## config.mk

```make
export PLATFORM = sky130hd
export DESIGN_NAME = copy_text_row_escaper
export DESIGN_NICKNAME = d
export VERILOG_FILES = /design/src/sv/cte_pkg.sv /design/src/sv/copy_text_row_escaper.sv /design/src/sv/cte_front.sv /design/src/sv/cte_fifo.sv /design/src/sv/cte_back.sv
export SDC_FILE = /design/constraint.sdc
export NUM_CORES = 1
export LEC_CHECK = 0
export BUFFER_PORTS_ARGS = -buffer_cell sky130_fd_sc_hd__buf_2
export CAP_MARGIN = 0
export CORE_MARGIN = 2
export CORE_UTILIZATION = 30
export CTS_BUF_LIST = sky130_fd_sc_hd__clkbuf_4 sky130_fd_sc_hd__clkbuf_8
export CTS_CLUSTER_SIZE = 8
export DETAILED_ROUTE_END_ITERATION = 8
export SETUP_SLACK_MARGIN = 0.1
export SLEW_MARGIN = 20
export SYNTH_ARGS = -nofsm -noshare
export SYNTH_HDL_FRONTEND = slang
export SYNTH_HIERARCHICAL = 1
export SYNTH_SLANG_ARGS = --single-unit
```

## constraint.sdc

```tcl
create_clock -name clk -period 3.3 [get_ports clk]
set_input_delay 0.33 -clock clk [delete_from_list [all_inputs] [get_ports clk]]
set_output_delay 0.33 -clock clk [all_outputs]
set_load 0.03 [all_outputs]
```

## src/sv/cte_pkg.sv

```systemverilog
`timescale 1ns / 1ps
// ----------------------------------------------------------------------------
// cte_pkg
// Shared types, codes and constants for the row text escaper.
// ----------------------------------------------------------------------------
package cte_pkg;

  typedef enum logic [1:0] {
    MODE_DATA  = 2'd0,
    MODE_FIELD = 2'd1,
    MODE_NULL  = 2'd2,
    MODE_ROW   = 2'd3
  } mode_t;

  // Up to three output bytes produced by one request
  typedef struct packed {
    logic [1:0] count;
    logic [7:0] b0;
    logic [7:0] b1;
    logic [7:0] b2;
  } job_t;

  localparam logic [7:0] BACKSLASH     = 8'h5C;
  localparam logic [7:0] LETTER_N      = 8'h4E;
  localparam logic [7:0] DELIM_RESET   = 8'h09;
  localparam int         FIFO_DEPTH    = 4;

  // Letter replacing a control byte, zero if the byte has none
  function automatic logic [7:0] control_letter(input logic [7:0] c);
    logic [7:0] l;
    unique case (c)
      8'h08:   l = 8'h62; // b
      8'h0C:   l = 8'h66; // f
      8'h0A:   l = 8'h6E; // n
      8'h0D:   l = 8'h72; // r
      8'h09:   l = 8'h74; // t
      8'h0B:   l = 8'h76; // v
      default: l = 8'h00;
    endcase
    return l;
  endfunction

endpackage

```

## src/sv/copy_text_row_escaper.sv

```systemverilog
`timescale 1ns / 1ps
// ----------------------------------------------------------------------------
// copy_text_row_escaper
// Escapes field bytes and inserts delimiters to build row text.
// ----------------------------------------------------------------------------
// Usage:
//   in_*   : one request per accepted cycle (in_valid high, in_stall low).
//            in_mode selects data byte, field start, null field or row start.
//   out_*  : one text byte per accepted cycle; out_last marks the final byte
//            a request produced. Row starts, and field starts with no
//            separator due, produce nothing.
//   cfg_*  : cfg_wr_en writes the delimiter (reset value tab).
// A request's bytes pass through the job queue and then the output register.
// Throughput: one output byte per cycle while out_stall is low and a job is
//   queued, set by the single output register; a request's bytes leave one at
//   a time, and the FIFO_DEPTH job queue lets the input run ahead while escapes drain.
// Reset clears the queue, the output valid flag and the separator flag.
// While out_stall is high the output byte holds; the queue fills and
// in_stall rises once it is full.
// ----------------------------------------------------------------------------
module copy_text_row_escaper #(
  parameter int FIFO_DEPTH = cte_pkg::FIFO_DEPTH
) (
  input  logic       clk,
  input  logic       rst_n,
  input  logic       in_valid,
  output logic       in_stall,
  input  logic [1:0] in_mode,
  input  logic [7:0] in_data_byte,
  output logic       out_valid,
  input  logic       out_stall,
  output logic [7:0] out_byte,
  output logic       out_last,
  input  logic       cfg_wr_en,
  input  logic [7:0] cfg_wr_data
);

  logic          q_push, q_full, q_pop, q_empty;
  cte_pkg::job_t q_job, q_head;

  cte_front u_front (
    .clk          (clk),
    .rst_n        (rst_n),
    .in_valid     (in_valid),
    .in_stall     (in_stall),
    .in_mode      (in_mode),
    .in_data_byte (in_data_byte),
    .cfg_wr_en    (cfg_wr_en),
    .cfg_wr_data  (cfg_wr_data),
    .q_full       (q_full),
    .q_push       (q_push),
    .q_job        (q_job)
  );

  cte_fifo #(
    .DEPTH (FIFO_DEPTH)
  ) u_fifo (
    .clk      (clk),
    .rst_n    (rst_n),
    .push     (q_push),
    .push_job (q_job),
    .full     (q_full),
    .pop      (q_pop),
    .empty    (q_empty),
    .head     (q_head)
  );

  cte_back u_back (
    .clk       (clk),
    .rst_n     (rst_n),
    .q_empty   (q_empty),
    .q_head    (q_head),
    .q_pop     (q_pop),
    .out_valid (out_valid),
    .out_stall (out_stall),
    .out_byte  (out_byte),
    .out_last  (out_last)
  );

endmodule

```

## src/sv/cte_front.sv

```systemverilog
`timescale 1ns / 1ps
// ----------------------------------------------------------------------------
// cte_front
// Accepts requests, holds the delimiter and separator flag, and turns each
// request into a job of zero to three bytes for the queue.
// ----------------------------------------------------------------------------
module cte_front (
  input  logic           clk,
  input  logic           rst_n,
  input  logic           in_valid,
  output logic           in_stall,
  input  logic [1:0]     in_mode,
  input  logic [7:0]     in_data_byte,
  input  logic           cfg_wr_en,
  input  logic [7:0]     cfg_wr_data,
  input  logic           q_full,
  output logic           q_push,
  output cte_pkg::job_t  q_job
);

  logic [7:0] delim_r;
  logic       need_sep_r, need_sep_nxt;
  logic       accept;
  logic [7:0] letter;

  assign in_stall = q_full;
  assign accept   = in_valid && !q_full;
  assign letter   = cte_pkg::control_letter(in_data_byte);

  always_comb begin
    q_job.count  = 2'd0;
    q_job.b0     = in_data_byte;
    q_job.b1     = in_data_byte;
    q_job.b2     = in_data_byte;
    need_sep_nxt = need_sep_r;
    unique case (cte_pkg::mode_t'(in_mode))
      cte_pkg::MODE_DATA: begin
        if (letter != 8'h00) begin
          q_job.count = 2'd2;
          q_job.b0    = cte_pkg::BACKSLASH;
          q_job.b1    = letter;
        end else if (in_data_byte == cte_pkg::BACKSLASH || in_data_byte == delim_r) begin
          q_job.count = 2'd2;
          q_job.b0    = cte_pkg::BACKSLASH;
          q_job.b1    = in_data_byte;
        end else begin
          q_job.count = 2'd1;
        end
      end
      cte_pkg::MODE_FIELD: begin
        if (need_sep_r) begin
          q_job.count = 2'd1;
          q_job.b0    = delim_r;
        end
        need_sep_nxt = 1'b1;
      end
      cte_pkg::MODE_NULL: begin
        if (need_sep_r) begin
          q_job.count = 2'd3;
          q_job.b0    = delim_r;
          q_job.b1    = cte_pkg::BACKSLASH;
          q_job.b2    = cte_pkg::LETTER_N;
        end else begin
          q_job.count = 2'd2;
          q_job.b0    = cte_pkg::BACKSLASH;
          q_job.b1    = cte_pkg::LETTER_N;
        end
        need_sep_nxt = 1'b1;
      end
      cte_pkg::MODE_ROW: begin
        need_sep_nxt = 1'b0;
      end
      default: begin
        need_sep_nxt = need_sep_r;
      end
    endcase
  end

  // jobs with no bytes never enter the queue
  assign q_push = accept && (q_job.count != 2'd0);

  always_ff @(posedge clk) begin
    if (!rst_n) begin
      delim_r    <= cte_pkg::DELIM_RESET;
      need_sep_r <= 1'b0;
    end else begin
      if (cfg_wr_en) begin
        delim_r <= cfg_wr_data;
      end
      if (accept) begin
        need_sep_r <= need_sep_nxt;
      end
    end
  end

endmodule

```

## src/sv/cte_fifo.sv

```systemverilog
`timescale 1ns / 1ps
// ----------------------------------------------------------------------------
// cte_fifo
// Short job queue between front and back; head is visible while not empty.
// ----------------------------------------------------------------------------
module cte_fifo #(
  parameter int DEPTH = cte_pkg::FIFO_DEPTH
) (
  input  logic           clk,
  input  logic           rst_n,
  input  logic           push,
  input  cte_pkg::job_t  push_job,
  output logic           full,
  input  logic           pop,
  output logic           empty,
  output cte_pkg::job_t  head
);

  localparam int PTR_W = $clog2(DEPTH);
  localparam int CNT_W = $clog2(DEPTH + 1);

  cte_pkg::job_t    mem_r [DEPTH];
  logic [PTR_W-1:0] wr_ptr_r, rd_ptr_r;
  logic [CNT_W-1:0] count_r;
  logic             do_push, do_pop;

  assign full    = (count_r == CNT_W'(DEPTH));
  assign empty   = (count_r == '0);
  assign head    = mem_r[rd_ptr_r];
  assign do_push = push && !full;
  assign do_pop  = pop && !empty;

  always_ff @(posedge clk) begin
    if (do_push) begin
      mem_r[wr_ptr_r] <= push_job;
    end
  end

  always_ff @(posedge clk) begin
    if (!rst_n) begin
      wr_ptr_r <= '0;
      rd_ptr_r <= '0;
      count_r  <= '0;
    end else begin
      if (do_push) begin
        wr_ptr_r <= (wr_ptr_r == PTR_W'(DEPTH - 1)) ? '0 : wr_ptr_r + 1'b1;
      end
      if (do_pop) begin
        rd_ptr_r <= (rd_ptr_r == PTR_W'(DEPTH - 1)) ? '0 : rd_ptr_r + 1'b1;
      end
      if (do_push && !do_pop) begin
        count_r <= count_r + 1'b1;
      end else if (do_pop && !do_push) begin
        count_r <= count_r - 1'b1;
      end
    end
  end

endmodule

```

## src/sv/cte_back.sv

```systemverilog
`timescale 1ns / 1ps
// ----------------------------------------------------------------------------
// cte_back
// Walks the head job byte by byte into the output register.
// ----------------------------------------------------------------------------
module cte_back (
  input  logic           clk,
  input  logic           rst_n,
  input  logic           q_empty,
  input  cte_pkg::job_t  q_head,
  output logic           q_pop,
  output logic           out_valid,
  input  logic           out_stall,
  output logic [7:0]     out_byte,
  output logic           out_last
);

  logic [1:0] idx_r, idx_nxt;
  logic       valid_r, valid_nxt;
  logic [7:0] byte_r, byte_sel;
  logic       last_r, last_sel;
  logic       load;

  assign load     = !q_empty && (!valid_r || !out_stall);
  assign last_sel = (idx_r == 2'(q_head.count - 2'd1));
  assign q_pop    = load && last_sel;

  always_comb begin
    unique case (idx_r)
      2'd0:    byte_sel = q_head.b0;
      2'd1:    byte_sel = q_head.b1;
      2'd2:    byte_sel = q_head.b2;
      default: byte_sel = q_head.b2;
    endcase
  end

  always_comb begin
    idx_nxt   = idx_r;
    valid_nxt = valid_r && out_stall;
    if (load) begin
      valid_nxt = 1'b1;
      idx_nxt   = last_sel ? 2'd0 : idx_r + 2'd1;
    end
  end

  always_ff @(posedge clk) begin
    if (!rst_n) begin
      idx_r   <= 2'd0;
      valid_r <= 1'b0;
    end else begin
      idx_r   <= idx_nxt;
      valid_r <= valid_nxt;
    end
  end

  always_ff @(posedge clk) begin
    if (load) begin
      byte_r <= byte_sel;
      last_r <= last_sel;
    end
  end

  assign out_valid = valid_r;
  assign out_byte  = byte_r;
  assign out_last  = last_r;

endmodule

```

==> results of run 1 <==
## metal layers
| layer | share of wire | global-route usage | up-vias | wire length (um) |
|---|---|---|---|---|
| li1 | - | - | 1452 | - |
| met1 | 0.43 | 0.147 | 1562 | 4880 |
| met2 | 0.51 | 0.203 | 72 | 5690 |
| met3 | 0.046 | 0.0350 | 12 | 514 |
| met4 | 0.013 | 0.0432 | 0 | 144 |
| met5 | 0 | 0 | - | 0 |
## cell usage after synthesis, types with 5 or more instances
| cell type | number | area share |
|---|---|---|
| edfxtp_1 | 113 | 0.59 |
| nand2_1 | 35 | 0.023 |
| dfxtp_1 | 21 | 0.074 |
| mux4_2 | 20 | 0.079 |
| a21oi_1 | 11 | 0.0096 |
| mux2i_1 | 11 | 0.019 |
| nor2b_1 | 11 | 0.012 |
| and2_1 | 10 | 0.011 |
| nor2_1 | 10 | 0.0066 |
| xor2_1 | 10 | 0.015 |
| a22oi_1 | 8 | 0.011 |
| ha_1 | 8 | 0.018 |
| nand2b_1 | 8 | 0.0088 |
| clkbuf_1 | 7 | 0.0046 |
| inv_1 | 7 | 0.0046 |
| mux4_1 | 6 | 0.028 |
| buf_2 | 5 | 0.0044 |
| nand3_1 | 5 | 0.0044 |
## state kept, by name, indices dropped and copies added, names as in the netlist, named ones only
signal              count
u_back/idx_r            2
u_back/out_byte         8
u_back/out_last         1
u_back/out_valid        1
u_fifo/count_r          3
u_fifo/mem_r          104
u_fifo/rd_ptr_r         2
u_fifo/wr_ptr_r         2
u_front/delim_r         8
u_front/need_sep_r      1
## cell families (layout without fill, tap and decap cells)
group | Yosys count | count (layout) | share of synthesized area
muxes | 38 | 38 | 0.128
adders and majority gates | 9 | 9 | 0.0210
buffers and inverters | 25 | 80 | 0.0256
and+or+nand+nor | 92 | 92 | 0.0840
DFF | 134 | 134 | 0.667
AOI/OAI and AO/OA | 46 | 46 | 0.0558
xor gates and xnor gates | 12 | 12 | 0.0184
## area by class of cell
type,count,share of cell area
flip-flops and latches,134,0.582
multi-input cells,197,0.269
clock buffers,24,0.0475
well taps,234,0.0447
repair buffers,41,0.0344
clock inverters,8,0.0179
inverters,7,0.00401
## worst max-delay path by stage
stage / slack [ps] / end / from
5_1_grt: 130 / u_fifo/count_r[2] / flip-flop
3_3_place_gp: 400 / u_fifo/count_r[2] / flip-flop
2_1_floorplan: 290 / u_fifo/count_r[2] / flip-flop
6_report: 360 / u_fifo/count_r[2] / flip-flop
3_5_place_dp: 220 / u_fifo/count_r[2] / flip-flop
4_1_cts: 180 / u_fifo/count_r[2] / flip-flop
## metrics by stage
stage,area (um2),cells,setup WS [ps],power (W)
after CTS,6540,644,181,0.00476
after global routing,6550,645,133,0.00495
after global placement,6110,612,397,0.00328
after floorplan,5720,356,286,0.00301
final,6550,645,361,0.00471
after detailed placement,6110,612,218,0.00332
## power groups by stage
stage               Clock [W]  Combinational, W  Sequential (W)
finish                0.00144           0.00105         0.00221
detailed placement          0           0.00107         0.00225
CTS                   0.00147           0.00108         0.00221
global route          0.00155           0.00117         0.00224
floorplan                   0          0.000642         0.00236
global placement            0           0.00104         0.00224
## worst register-to-register path, delay by kind of cell (launching register included)
| kind | cells | cell delay [ps] |
|---|---|---|
| AND/OR/NAND/NOR | 2 | 490 |
| adder cells (fa/ha/maj) | 2 | 640 |
| AO/OA/AOI/OAI | 2 | 310 |
| XOR/XNOR | 2 | 320 |
| flip-flops | 1 | 370 |
| multiplexers | 2 | 690 |
| buffers and inverters | 1 | 50 |
## repair_timing
action | CTS | global route
buffers inserted | 0 | 1
setup endpoints to repair | 0 | 1
resized for setup | 0 | 3
==> impl_metrics.csv, run 1 <==
group,metric,value,unit
status,status,"finished, final reports clean",
cts,clock_path_buffers,2,
placement,io_buffers,33,
critical_path,critical_path_required,3640,ps
pwr,seqPwrFrac,0.470,
cts,clk_pin_slew,70,ps
die,die_w,142,um
critical_path,critPathLaunchType,"flip-flop",
pwr,switchingPower,0.00134,W
sta,fin_tns_setup,0,ps
critical_path,critPathSlowestCell,"mux4_2",
cts,numCtsBuffers,17,
critical_path,slowest_delay,510,ps
sta,hold_ws,116,ps
min_path,hold_depth,3,
cells_and_area,num-nets-final,430,
route,avgRoutedWirePerCell,17.4,um
cells_and_area,fill_cells,1743,
pwr,p_sw_frac,0.284,
cts,clk_latency,430,ps
cts,cts_tree,"done",
route,ant_nets,0,
critical_path,timing.rr.end,"u_fifo/count_r[2]",
die,ios,34,
sta,finalSetupViolCount,0,
sta,max_freq,0.340,GHz
pwr,combinationalPowerShare,0.224,
route,drtIter0Drc,231,
grt,antenna_found_initial,0,
critical_path,cp.depth,11,
grt,track_usage,0.121,
pwr,p_int,0.00337,W
pwr,peakVddDrop,396,uV
critical_path,cp_max_fo,5,
placement,dp_hpwl,7280,um
sta,period_needed,2940,ps
grt,grt_pass1_wl,18100,um
synthesis,synth_cell_types,49,
job,maxCapViolCount,0,
min_path,hold_path_end,"u_front/delim_r[0]",
synthesis,ys_seq_area_frac,0.667,
sta,finalHoldViolCount,0,
pwr,cellLeakagePower,2.26,nW
synthesis,yosysWarnings,6,
grt,grt_pass1_vias,3392,
critical_path,critical_path.top_delay_family,"multiplexers",
synthesis,syn_inst,356,
synthesis,ys_ff_latch,134,
cells_and_area,syn_to_final_growth,14.6,%
cells_and_area,diodes,0,
cells_and_area,drive_above_1_share,0.255,
die,core_area,0.0187,mm2
die,start_util,0.306,
synthesis,syn_area,0.00572,mm2
synthesis,yosys_most_used_dff,"edfxtp_1",
min_path,min-delay-start,"cfg_wr_data[0]",
sta,rsz0062_at_grt,"no",
cells_and_area,mostFrequentLayoutCells,"edfxtp_1 (113), nand2_1 (35), buf_2 (33)",
cells_and_area,fin_util,0.350,
synthesis,synthesis.nets,388,
cts,htreeDepth,4,
synthesis,synth_edf_count,113,
sta,tightest_slew,535,ps
die,rows,50,
route,drt_first_pass_iters,4,
cts,ctsRootBufferMaster,"clkbuf_8",
min_path,hold_path_class,"input port to flip-flop",
critical_path,cp_num_buf_inv,1,
synthesis,avgSynthCellArea,16.1,um2
cells_and_area,multi_input_area,0.00176,mm2
pwr,p_clk_frac,0.306,
die,dieArea,0.0202,mm2
placement,gp_congestion,0.809,
grt,grt_start_max_net_pins,27,
route,wirelength,11200,um
critical_path,path_class,"flip-flop to flip-flop",
sta,clock_skew,7.34,ps
sta,drv_slew,0,
route,vias_per_cell,4.80,
pwr,power_density,718,mW/mm2
cells_and_area,final_common_cell,"edfxtp_1",
die,die_height,142,um
sta,slew_headroom,0.642,
critical_path,rrSetupSlack,360,ps
cells_and_area,seq_area,0.00381,mm2
synthesis,async_flop_share,0,
critical_path,crit_chain,"mux4_2, xnor2_1, mux2i_2, and2_1, o31ai_2, ha_2, inv_1, fa_1, xor2_1, or3_1, a21boi_0",
cts,cts_hold_buf,0,
critical_path,end_kind,"flip-flop",
grt,overflow,0,
cts,cts_num_sinks,134,
route,vias,3098,
critical_path,arrival,3280,ps
sta,fin_crit_sh,0.891,
route,drc,0,
critical_path,worst_r2r_path_depth,11,
Note: power is estimated with default switching activity, not from simulation.
==> run 2, diff against run 1 <==
CORE_UTILIZATION = 47   (was 30)
SYNTH_HIERARCHICAL = unset   (was 1)
==> run 2 against run 1 <==
Effect of this change: core utilization up 19 points; cell count down 13%; maximum frequency up 3.6%; non-clock buffer count up 2; global-route usage up 6.1 points; setup slack better by 100 ps; highest routed layer unchanged; register-to-register slack better by 100 ps; clock-buffer cell count down 7; sequential power down 2%; routed wire length down 2.9%; clock power down 4%.
==> impl_metrics.csv, run 2 <==
group,metric,value,unit
cts,cts.repair.resized,0,
cts,htreeDepth,4,
grt,grt_pass1_vias,3219,
synthesis,async_flop_share,0,
status,status,"finished, final reports clean",
grt,track_usage,0.182,
cells_and_area,syn_to_final_growth,13.2,%
cts,cts_tree,"done",
sta,period_needed,2840,ps
route,vias_per_cell,5.62,
route,drc,0,
sta,drv_slew,0,
sta,fin_crit_sh,0.860,
min_path,hold_path_class,"input port to flip-flop",
die,core_area,0.0119,mm2
sta,finalHoldViolCount,0,
job,maxCapViolCount,0,
die,dieArea,0.0130,mm2
route,ant_nets,0,
cts,cts_hold_buf,0,
sta,tightest_slew,763,ps
synthesis,avgSynthCellArea,15.9,um2
route,drtIter0Drc,254,
sta,max_freq,0.352,GHz
cells_and_area,mostFrequentLayoutCells,"edfxtp_1 (113), buf_2 (33), mux4_2 (23)",
cells_and_area,drive_above_1_share,0.238,
sta,fin_tns_setup,0,ps
cts,cts_num_sinks,134,
pwr,power_density,743,mW/mm2
cts,clk_latency,440,ps
synthesis,ys_top_cells_by_area,"edfxtp_1 (60%), mux4_2 (9.1%), dfxtp_1 (7.4%), nor2b_1 (2.4%), ha_1 (1.8%)",
sta,slew_headroom,0.486,
cells_and_area,final_common_cell,"edfxtp_1",
synthesis,synth_top_cell_by_area,"edfxtp_1",
synthesis,yosys_most_used_dff,"edfxtp_1",
pwr,peakVddDrop,405,uV
placement,gp_congestion,0.878,
sta,rsz0062_at_grt,"no",
placement,dp_hpwl,6920,um
synthesis,yosys.area.top_type_share,0.597,
cells_and_area,regMostFlops,"u_fifo.mem_r",
synthesis,synth_common_cells,"edfxtp_1 (113), mux4_2 (23), nor2b_1 (22)",
synthesis,synth_edf_count,113,
synthesis,synth.most_common_cell,"edfxtp_1",
pwr,cellLeakagePower,2.22,nW
route,drt_first_pass_iters,4,
synthesis,syn_area,0.00569,mm2
route,wirelength,10900,um
sta,clock_skew,8.19,ps
sta,finalSetupViolCount,0,
synthesis,ys_seq_area_frac,0.671,
route,avgRoutedWirePerCell,19.5,um
die,rows,40,
cells_and_area,num-nets-final,433,
critical_path,path_class,"flip-flop to flip-flop",
cts,numCtsBuffers,17,
critical_path,critical_path_required,3640,ps
synthesis,synth_cell_types,42,
die,start_util,0.477,
die,die_w,114,um
die,die_height,114,um
synthesis,synthesis.nets,389,
synthesis,yosysWarnings,0,
cts,clock_path_buffers,2,
cts,ctsRootBufferMaster,"clkbuf_8",
critical_path,cp_max_fo,6,
grt,overflow,0,
die,ios,34,
cts,cts_setup_buffers,0,
min_path,min-delay-start,"cfg_wr_data[3]",
synthesis,ys_ff_latch,134,
route,vias,3143,
grt,grt_start_max_net_pins,27,
critical_path,critPathLaunchType,"flip-flop",
sta,hold_ws,106,ps
critical_path,end_kind,"flip-flop",
synthesis,syn_inst,357,
placement,io_buffers,33,
grt,grt_pass1_wl,17100,um
cells_and_area,largest_reg_flops,104,
cts,clk_pin_slew,70,ps
grt,antenna_found_initial,1,
critical_path,arrival,3180,ps
[run 2: cell count changes in the layout (fill, tap and decap cells not counted), moves of 4 or more]
cell and change:
nand2_1 -22, nor2b_1 +11, xor2_1 -9, a221o_1 +8, o21ai_0 +8, xnor2_1 +8, a22oi_1 -7, and3_1 +7
clkbuf_8 -4, o22a_1 -4
[run 2: per-stage QoR]
step | power (W) | std cells | setup WS, ps | cell area (um2) | util
detailed placement | 0.00347 | 529 | 483 | 6040 | 0.507
global route | 0.00502 | 559 | 336 | 6430 | 0.540
global placement | 0.00344 | 529 | 638 | 6040 | 0.507
floorplan | 0.00310 | 357 | 642 | 5690 | -
CTS | 0.00485 | 558 | 467 | 6430 | 0.540
finish | 0.00478 | 559 | 462 | 6430 | 0.540
[run 2: kinds of logic after synthesis]
| logic type | share of synthesized area |
|---|---|
| adders and majority gates | 0.0211 |
| DFF | 0.671 |
| and+or+nand+nor | 0.0858 |
| xor gates and xnor gates | 0.0169 |
| AOI/OAI and AO/OA | 0.0627 |
| muxes | 0.123 |
| buffers and inverters | 0.0191 |
[run 2: power breakdown]
part / total (W) / internal, W / switching, W / leakage (nW)
clock network: 0.00138 / 0.000798 / 0.000580 / 0.199
registers: 0.00217 / 0.00209 / 0.0000775 / 1.21
logic: 0.00123 / 0.000518 / 0.000717 / 0.812
total: 0.00478 / 0.00341 / 0.00137 / 2.22
[run 2: layer usage]
layer | track usage | wire length, um | up-vias
li1 | - | - | 1472
met2 | 0.285 | 5230 | 90
met4 | 0.0821 | 214 | 0
met3 | 0.0468 | 500 | 14
met5 | 0 | 0 | -
met1 | 0.241 | 4950 | 1567
[run 2: path summary, 6_finish.rpt]
path,cells past startpoint,slack [ps],endpoint
setup / recovery,9,460,u_fifo.count_r[2]
hold / removal,3,110,u_front.delim_r[3]
setup reg to reg,9,460,u_fifo.count_r[2]
hold reg to reg,2,500,u_back.out_valid
[run 2: layout make-up]
cell class,count,area (um2)
tap,147,184
clock buffer,17,234
inverter,9,33.8
timing repair buffer,43,240
clock inverter,12,163
multi-input combinational,196,1760
fill,985,5480
antenna,1,2.50
sequential,134,3810
[run 2: critical path, cell delays in order (launching register included)]
cell and delay [ps]:
dfxtp_2 360, mux4_2 520, xnor2_1 280, mux2_4 250, ha_1 180, inv_1 60, fa_1 370, xor2_1 180
or3_1 300, a21boi_0 230
==> run 3, diff against run 2 <==
CORE_ASPECT_RATIO = 1.2   (was unset)
==> run 3 against run 2 <==
Effect of this change: setup slack improved by 50 ps; non-clock buffer count fell by 3; critical path depth did not move; global-route usage barely moved; hold slack improved by 20 ps; clock power rose by 4%; routed wire length rose by 0.89%; sequential power barely moved; die area barely moved; critical endpoint unchanged; highest routed layer unchanged.
==> impl_metrics.csv, run 3 (synthesis gave the netlist of run 2 again) <==
group,metric,value,unit
sta,max_freq,0.359,GHz
sta,tightest_slew,696,ps
grt,antenna_found_initial,0,
die,die_height,124,um
min_path,hold_path_class,"input port to flip-flop",
min_path,hold_depth,3,
critical_path,cp_max_fo,6,
cts,numCtsBuffers,17,
pwr,cellLeakagePower,2.23,nW
sta,period_needed,2790,ps
grt,grt_start_max_net_pins,27,
cts,htreeDepth,4,
sta,finalHoldViolCount,0,
die,rows,44,
cells_and_area,syn_to_final_growth,13.6,%
pwr,peakVddDrop,375,uV
grt,track_usage,0.182,
job,maxCapViolCount,0,
route,drt_first_pass_iters,4,
sta,drv_slew,0,
route,ant_nets,0,
cts,clk_latency,420,ps
grt,grt_pass1_vias,3426,
die,core_area,0.0119,mm2
sta,clock_skew,9.60,ps
critical_path,cp_num_buf_inv,1,
sta,fin_tns_setup,0,ps
route,avgRoutedWirePerCell,19.2,um
critical_path,cp.depth,9,
cells_and_area,final_common_cell,"edfxtp_1",
critical_path,crit_chain,"mux4_2, xnor2_1, mux2_4, ha_1, inv_1, fa_1, xor2_1, or3_1, a21boi_0",
cts,cts_tree,"done",
cells_and_area,diodes,0,
grt,overflow,0,
critical_path,end_kind,"flip-flop",
die,ios,34,
critical_path,worst_r2r_path_depth,9,
pwr,switchingPower,0.00136,W
placement,io_buffers,33,
critical_path,slowest_delay,510,ps
critical_path,path_class,"flip-flop to flip-flop",
sta,slew_headroom,0.531,
pwr,seqPwrFrac,0.450,
cells_and_area,num-nets-final,430,
cells_and_area,largest_reg_flops,104,
sta,hold_ws,127,ps
die,start_util,0.476,
cells_and_area,mostFrequentLayoutCells,"edfxtp_1 (113), buf_2 (33), mux4_2 (23)",
sta,rsz0062_at_grt,"no",
critical_path,critPathLaunchType,"flip-flop",
sta,fin_crit_sh,0.845,
critical_path,critical_path_required,3650,ps
pwr,combinationalPowerShare,0.254,
die,die_w,104,um
pwr,power_density,747,mW/mm2
route,vias,3179,
die,dieArea,0.0130,mm2
cts,clk_pin_slew,70,ps
cts,ctsRootBufferMaster,"clkbuf_8",
pwr,p_int,0.00347,W
cts,cts_setup_buffers,0,
route,vias_per_cell,5.56,
sta,finalSetupViolCount,0,
critical_path,rrSetupSlack,510,ps
critical_path,critical_path.top_delay_family,"multiplexers",
placement,dp_hpwl,7110,um
cts,clock_path_buffers,2,
cts,cts.repair.resized,0,
status,status,"finished, final reports clean",
cts,cts_hold_buf,0,
grt,grt_pass1_wl,17800,um
placement,gp_congestion,0.834,
cells_and_area,regMostFlops,"u_fifo.mem_r",
route,wirelength,11000,um
route,drc,0,
route,drtIter0Drc,205,
critical_path,critPathSlowestCell,"mux4_2",
pwr,p_clk_frac,0.296,
cells_and_area,drive_above_1_share,0.246,
pwr,p_sw_frac,0.282,
cells_and_area,fin_util,0.541,
critical_path,arrival,3130,ps
cts,cts_num_sinks,134,
## run 3: changes by cell type in the layout (fill, tap and decap cells not counted), moves of 3 or more
| cell | before | now |
|---|---|---|
| buf_4 | 10 | 7 |
| clkinv_1 | 3 | 0 |
| clkbuf_4 | 0 | 7 |
| clkbuf_8 | 17 | 20 |
## run 3: power groups by stage
| stage | Combinational, W | Clock [W] | Sequential [W] |
|---|---|---|---|
| floorplan | 0.000774 | 0 | 0.00233 |
| global placement | 0.00123 | 0 | 0.00220 |
| detailed placement | 0.00125 | 0 | 0.00221 |
| CTS | 0.00125 | 0.00145 | 0.00218 |
| global route | 0.00134 | 0.00152 | 0.00219 |
| finish | 0.00123 | 0.00143 | 0.00217 |
## run 3: metal layers
layer  up-vias  global-route usage  wire [um]
met5         -                   0          0
met4         0              0.0612        114
met3        11              0.0398        566
met2        88               0.307       5530
met1      1619               0.235       4780
li1       1461                   -          -
## run 3: metrics by stage
stage                     area (um2)  cells  power (W)  worst slack [ps]
after floorplan                 5690    357    0.00310               642
after global placement          6030    540    0.00343               632
after detailed placement        6030    540    0.00346               492
after CTS                       6460    572    0.00488               483
after global routing            6460    572    0.00505               350
final                           6460    572    0.00483               511
## run 3: cell type report
cell class                      count  area, um2
Fill cell                         987       5490
Sequential cell                   134       3810
Multi-Input combinational cell    196       1760
Clock buffer                       27        328
Timing Repair Buffer               40        218
Tap cell                          161        201
Clock inverter                      5        100
Inverter                            9       33.8
## run 3: path summary, 6_finish.rpt
| check | from | end |
|---|---|---|
| hold / removal | cfg_wr_data[0] | u_front.delim_r[0] |
| setup / recovery | flip-flop | u_fifo.count_r[2] |
| setup reg to reg | flip-flop | u_fifo.count_r[2] |
| hold reg to reg | u_fifo.rd_ptr_r[0] | flip-flop |
## run 3: worst min-delay path: cells and delay by family
| kind | cells | cell delay [ps] |
|---|---|---|
| buffers and inverters | 1 | 70 |
| and+or+nand+nor | 1 | 50 |
| muxes | 1 | 50 |
